--- config.mk ---
export PLATFORM = sky130hd
export DESIGN_NAME = msr_div3
export DESIGN_NICKNAME = d
export VERILOG_FILES = /design/src/hdl/msr_pkg.sv /design/src/hdl/msr_div3.sv
export SDC_FILE = /design/constraint.sdc
export NUM_CORES = 1
export LEC_CHECK = 0
export BUFFER_PORTS_ARGS = -buffer_cell sky130_fd_sc_hd__buf_2
export CAP_MARGIN = 20
export CORE_MARGIN = 10
export CORE_UTILIZATION = 50
export CTS_CLUSTER_DIAMETER = 150
export DETAILED_ROUTE_END_ITERATION = 12
export GPL_TIMING_DRIVEN = 0
export PLACE_DENSITY = 0.8
export SLEW_MARGIN = 20
export SYNTH_ARGS = -nofsm -noshare
export SYNTH_HDL_FRONTEND = slang
export SYNTH_SLANG_ARGS = --single-unit
--- constraint.sdc ---
create_clock -name clock -period 10.68 [get_ports clock]
set_input_delay 2.136 -clock clock [delete_from_list [all_inputs] [get_ports clock]]
set_output_delay 2.136 -clock clock [all_outputs]
set_load 0.01 [all_outputs]
--- src/hdl/msr_pkg.sv ---
// Shared constants of the seven-point restriction core.
// No dependencies; imported by the top level, the divide-by-three unit and the bench.
package msr_pkg;

   // Field widths fixed by the interface.
   localparam int POS_W   = 6;
   localparam int COORD_W = 7;
   localparam int CFG_W   = 6;

   // Reset value of the fine size register.
   localparam logic [CFG_W-1:0] FINE_SIZE_RESET = 6'd33;

   // Command codes.
   localparam logic CMD_WRITE = 1'b0;
   localparam logic CMD_QUERY = 1'b1;

   // Rounding bias added before the divide by twelve (half of twelve).
   localparam int ROUND_BIAS = 6;

   // The divide by twelve is a shift by two followed by a divide by three.
   // The divide by three takes sixteen quotient bits at a time by multiplying
   // with the reciprocal of three, rounded up, and shifting right.
   localparam int DIVISOR     = 3;
   localparam int DIGIT_BITS  = 16;
   localparam int RECIP_SHIFT = DIGIT_BITS + 3;
   localparam int RECIP       = (2 ** RECIP_SHIFT + DIVISOR - 1) / DIVISOR;

endpackage

--- src/hdl/msr_div3.sv ---
// Unsigned divide by three, sixteen quotient bits per cycle by reciprocal multiplication.
// Depends on msr_pkg for the divisor, the digit size and the reciprocal.
module msr_div3
   import msr_pkg::*;
#(
   parameter int WIDTH = 33
) (
   input  logic             clock,
   input  logic             reset,
   input  logic             start,
   input  logic [WIDTH-1:0] dividend,
   output logic             done,
   output logic [WIDTH-1:0] quotient
);

   localparam int NDIG  = (WIDTH + DIGIT_BITS - 1) / DIGIT_BITS;
   localparam int PW    = NDIG * DIGIT_BITS;
   localparam int CNT_W = $clog2(NDIG + 1);
   localparam int TW    = DIGIT_BITS + 2;
   localparam int PRW   = 2 * TW;
   localparam logic [TW-1:0] RECIP_T = TW'(RECIP);

   logic                  busy_ff, busy_in;
   logic                  done_ff, done_in;
   logic [CNT_W-1:0]      count_ff, count_in;
   logic [PW-1:0]         shift_ff, shift_in;
   logic [PW-1:0]         quot_ff, quot_in;
   logic [1:0]            rem_ff, rem_in;
   logic [DIGIT_BITS-1:0] digit;

   // One quotient digit per cycle: the carried remainder above the next digit
   // is divided by multiplying with the reciprocal, then the new remainder is
   // what is left after taking away three times the digit.
   always_comb begin
      logic [TW-1:0]  trial;
      logic [PRW-1:0] product;
      trial   = {rem_ff, shift_ff[PW-1 -: DIGIT_BITS]};
      product = PRW'(trial) * PRW'(RECIP_T);
      digit   = product[RECIP_SHIFT +: DIGIT_BITS];
      rem_in  = 2'(trial - TW'(digit) * TW'(DIVISOR));
   end

   // Sequencing: load on start, then one digit per cycle until all are done.
   always_comb begin
      busy_in  = busy_ff;
      done_in  = 1'b0;
      count_in = count_ff;
      shift_in = shift_ff;
      quot_in  = quot_ff;
      if (start) begin
         busy_in  = 1'b1;
         count_in = '0;
         shift_in = PW'(dividend);
         quot_in  = '0;
      end else if (busy_ff) begin
         shift_in = {shift_ff[PW-DIGIT_BITS-1:0], {DIGIT_BITS{1'b0}}};
         quot_in  = {quot_ff[PW-DIGIT_BITS-1:0], digit};
         count_in = count_ff + 1'b1;
         if (count_ff == CNT_W'(NDIG - 1)) begin
            busy_in = 1'b0;
            done_in = 1'b1;
         end
      end
   end

   always_ff @(posedge clock) begin
      if (reset) begin
         busy_ff  <= 1'b0;
         done_ff  <= 1'b0;
         count_ff <= '0;
      end else begin
         busy_ff  <= busy_in;
         done_ff  <= done_in;
         count_ff <= count_in;
      end
      shift_ff <= shift_in;
      quot_ff  <= quot_in;
      rem_ff   <= start ? 2'b00 : (busy_ff ? rem_in : rem_ff);
   end

   assign done     = done_ff;
   assign quotient = quot_ff[WIDTH-1:0];

endmodule

After elaboration in Yosys (flattened, before gate mapping)
Cells that the tools add are included.
{ "classes": {"add_sub_neg": 2, "mul": 2, "n_div": 0, "n_lt_le_gt_ge": 0, "n_eq_ne": 1, "n_shift": 0, "mux": 6, "n_bitwise": 1, "reduce_logical": 3} }
{ "ops": {"columns": ["operator", "n"], "rows": [
  ["33-bit two-way mux", 2],
  ["18-bit by 18-bit multiplier with 35-bit output (second input constant)", 1],
  ["16-bit by 2-bit multiplier with 2-bit output (second input constant)", 1],
  ["1-bit two-way mux", 4],
  ["3-bit OR reduction", 1],
  ["2-bit by 1-bit adder with 2-bit output (second input constant)", 1],
  ["2-bit equality test (second input constant)", 1],
  ["2-bit nonzero test", 1],
  ["2-bit OR reduction", 1],
  ["2-bit subtractor", 1],
  ["1-bit inverter", 1]
]} }
{ "totals": {"reg_bits": 87, "latchBits": 0, "ramBits": 0, "romBits": 0, "input_bits": 36, "out_inout_bits": 34, "mem_count": 0} }

Longest topological paths before layout
{ "depth": {"ltp_word": 4, "mapped_depth": 21, "depth_no_buf": 21} }

Worst setup path after synthesis
No wires, ideal clock.
{ "synth_timing": {"path_type": "reg-to-reg", "startpoint": "register shift_ff[33]", "endpoint": "register rem_ff[1]", "t_arrival_ps": 5229, "required_ps": 10565, "slack_ps": 5336, "stages_incl_launch_ff": 22, "period_less_slack_ps": 5344, "cell_sequence": "dfxtp_1 -> ha_1 -> xor2_1 -> ha_1 -> inv_1 -> fa_1 -> inv_1 -> fa_1 -> fa_1 -> inv_1 -> fa_1 -> inv_1 -> ha_1 -> a21oi_1 -> o21ai_2 -> a211o_1 -> o221ai_2 -> a31oi_4 -> ha_1 -> xnor2_1 -> xnor3_1 -> o21a_1"} }
{ "synth_between": {"elab_chain_len": 3} }
{ "synth_rtl": {"columns": ["element", "line_no", "text"], "rows": [
  ["start: declaration", "msr_div3.sv:26", "logic [PW-1:0] shift_ff, shift_in;"],
  ["start signal: assignment", "msr_div3.sv:76", "shift_ff <= shift_in;"],
  ["18-bit by 18-bit multiplier with 35-bit output", "msr_div3.sv:38", "product = PRW'(trial) * PRW'(RECIP_T);"],
  ["via digit[0]", "msr_div3.sv:29", "logic [DIGIT_BITS-1:0] digit;"],
  ["16-bit by 2-bit multiplier with 2-bit output", "msr_div3.sv:40", "rem_in = 2'(trial - TW'(digit) * TW'(DIVISOR));"],
  ["2-bit subtractor", "msr_div3.sv:40", null],
  ["end signal: assignment", "msr_div3.sv:78", "rem_ff <= start ? 2'b00 : (busy_ff ? rem_in : rem_ff);"],
  ["end: declaration", "msr_div3.sv:28", "logic [1:0] rem_ff, rem_in;"]
]} }
The timed path passes the listed nets, and every way through them passes these cells.
A chain may end at the register's enable or synchronous reset.

Worst setup path after layout
Same ends and word-level chain as after synthesis.

==> results.cfg <==
[cells_and_area]
drive_above_1_share = 0.117
nets = 1330
design_area_um2 = 10400
antenna_cells = 0
register_area_um2 = 2070
final_util = 0.559
nFillCells = 1612
multi_input_area_um2 = 6400
area_growth_pct = 10.0

[detailed_routing]
drt_wl_total_mm = 21.5
drt_iter0_drc = 361
via_count = 6768
firstDrtPassIters = 5
ant_nets = 0
post_drt_wl_per_cell_um = 16.9
vias_per_cell = 5.33
drc = 0

[worst_hold_path]
hp-start = quot_ff[10]
worstHoldPathType = reg -> reg

[logic_synthesis]
synthDistinctLibCells = 68
seq_area_frac_synth = 0.219
synthFlopType = dfxtp_1
synth_area_leaders = fa_1 23%, ha_1 21%, dfxtp_1 11%, edfxtp_1 10%, inv_1 9.7%
synthArstFlopShare = 0
synth_edf_count = 33
ys_seq_elements = 87
syn_nets = 1251
yosysTopAreaCellShare = 0.226
synth_area_per_cell_um2 = 9.96
synth_top_area_cell = fa_1
ys_warn_count = 0
synthCells = 951
syn_area_um2 = 9470

[cts]
post_cts_resized = 0
cts_root_buf = clkbuf_16
hold_buffers = 0
cts_buffers = 9
post_cts_buffers = 0
cts.sinks = 87
htreeDepth = 3
cts.path.max_buffers = 2
clkTransAtPathRegs_ns = 0.06
clock_latency_ns = 0.35
cts_tree = built

[critical_path]
crit_start = shift_ff[33]
r2r-start = shift_ff[33]
cp-start-kind = flip-flop
worstSetupPathType = reg -> reg
end_kind = flip-flop
cp_max_fo = 9
critPathArrivalTime_ns = 6.39
required_ns = 10.92

[floorplanning]
die_h_um = 158
rows = 50
dieWidth_um = 158
die-area_um2 = 24800
ios = 70
start_util = 0.508
coreArea_um2 = 18600

[timing]
fmax_ghz = 0.163
fin_crit_ns = 6.15
fin_worst_skew_ns = 0.00674
setup_viol = 0
setup-tns-final_ns = 0
grt_setup_unrepaired = false
slew_viol_final = 0
timing.slew.headroom = 0.422
min_period_over_period = 0.576
tightest_slew_ns = 0.867
finalHoldViolations = 0

[power_and_ir_drop]
sw_frac_of_total = 0.486
power_per_cell_area_nw_per_um2 = 259
p_clk_frac = 0.121
p_sw_mw = 1.31
p_int_mw = 1.39
p_leak_nw = 5.43
combPwrFrac = 0.718
p_seq_frac = 0.161
ir_worst_vdd_uv = 150

[placement]
placedInstanceArea_um2 = 10100
portBuffers = 68
gp_congestion = 0.974
dp_hpwl_mm = 18.1

[global_route]
grt_max_degree = 34
grt_pass1_wl_mm = 34.7
grt_pass1_vias = 6985
track_usage = 0.178
antenna_found_initial = 0
overflow = 0

[outcome]
status = complete, no violations

[job]
maxCapViolCount = 0
sequential cells by signal, indices dropped and copies added, names as in the netlist:
name,flops
count_ff,2
done,1
shift_ff,48
quot_ff,33
rem_ff,2
busy_ff,1
worst max-delay path: stages (launching register included):
cell and delay, ns:
dfxtp_1 0.67, ha_1 0.39, xor2_1 0.30, ha_1 0.30
inv_1 0.09, fa_1 0.41, inv_1 0.08, fa_1 0.44
fa_1 0.55, inv_1 0.05, fa_1 0.55, inv_1 0.05
ha_1 0.35, nand2_1 0.11, o21ai_2 0.27, mux2i_4 0.28
o221ai_2 0.12, a31oi_4 0.27, ha_1 0.22, xnor2_1 0.13
xnor3_1 0.24, o21a_1 0.17
logic make-up (layout without fill, tap and decap cells):
logic type                 Yosys count  after routing  share of synthesized area
buffers and inverters              264            348                      0.106
and+or+nand+nor                    149            149                     0.0761
AOI/OAI and AO/OA                  117            117                     0.0887
xor gates and xnor gates            16             16                     0.0163
adders and majority gates          264            264                      0.434
muxes                               54             54                     0.0608
DFF                                 87             87                      0.219
final cells by class:
type,count,area share
clock buffers,10,0.0240
well taps,234,0.0281
flip-flops and latches,87,0.199
plain buffers,19,0.00769
inverters,245,0.0883
repair buffers,68,0.0327
multi-input cells,600,0.614
clock inverters,6,0.00625
final timing paths:
kind	cells past startpoint	end	slack, ns
worst max-delay path	21	rem_ff[1]	4.53
worst min-delay path	2	quot_ff[10]	0.47
worst max register to register	21	rem_ff[1]	4.53
worst min register to register	2	quot_ff[10]	0.47
synth_stat cells, drive strengths merged, types with 3 or more instances:
cell    instances
a32o            3
a211oi          5
a31oi           3
nand2          34
a21o           11
dfxtp          54
and4            4
ha            157
nand2b          4
and2           20
and3            6
mux2i          36
xnor2          12
nand4           3
a311oi          4
o21bai          7
nor2b           3
nor2           55
or3             3
o211ai          3
a21oi          37
inv           244
xor2            3
mux2           18
o21ai          19
fa            107
buf             4
o21a            4
nand3           7
clkbuf         15
edfxtp         33
nor3            7
layer usage:
layer / share of wire / global-route usage / wire length (um)
met5: 0 / 0 / 0
met4: 0.024 / 0.0565 / 510
met3: 0.054 / 0.0350 / 1170
met2: 0.50 / 0.308 / 10800
met1: 0.42 / 0.218 / 9050
layout by cell type, fill, tap and decap left out, drive strengths merged, types with 19 or more instances in the layout:
master  count
nor2       55
ha        157
and2       20
mux2i      36
dfxtp      54
nand2      34
clkbuf     25
o21ai      19
fa        107
inv       246
buf        72
edfxtp     33
a21oi      37
power by group through the flow:
stage / sequential (mW) / clock, mW / combinational (mW)
2_1_floorplan: 0.439 / 0 / 1.46
3_3_place_gp: 0.439 / 0 / 1.86
3_5_place_dp: 0.441 / 0 / 1.92
4_1_cts: 0.434 / 0.331 / 1.94
5_1_grt: 0.440 / 0.343 / 2.17
6_report: 0.434 / 0.327 / 1.94
per-stage QoR:
step | std cells | hold slack (ns) | total power [mW] | setup slack [ns]
6_report | 1269 | 0.474 | 2.70 | 4.53
4_1_cts | 1269 | 0.476 | 2.70 | 4.56
3_3_place_gp | 1253 | 0.458 | 2.30 | 4.64
3_5_place_dp | 1253 | 0.468 | 2.36 | 4.60
2_1_floorplan | 951 | 0.457 | 1.90 | 5.34
5_1_grt | 1269 | 0.493 | 2.95 | 4.33
No activity file was read; power rests on OpenSTA's default activity.
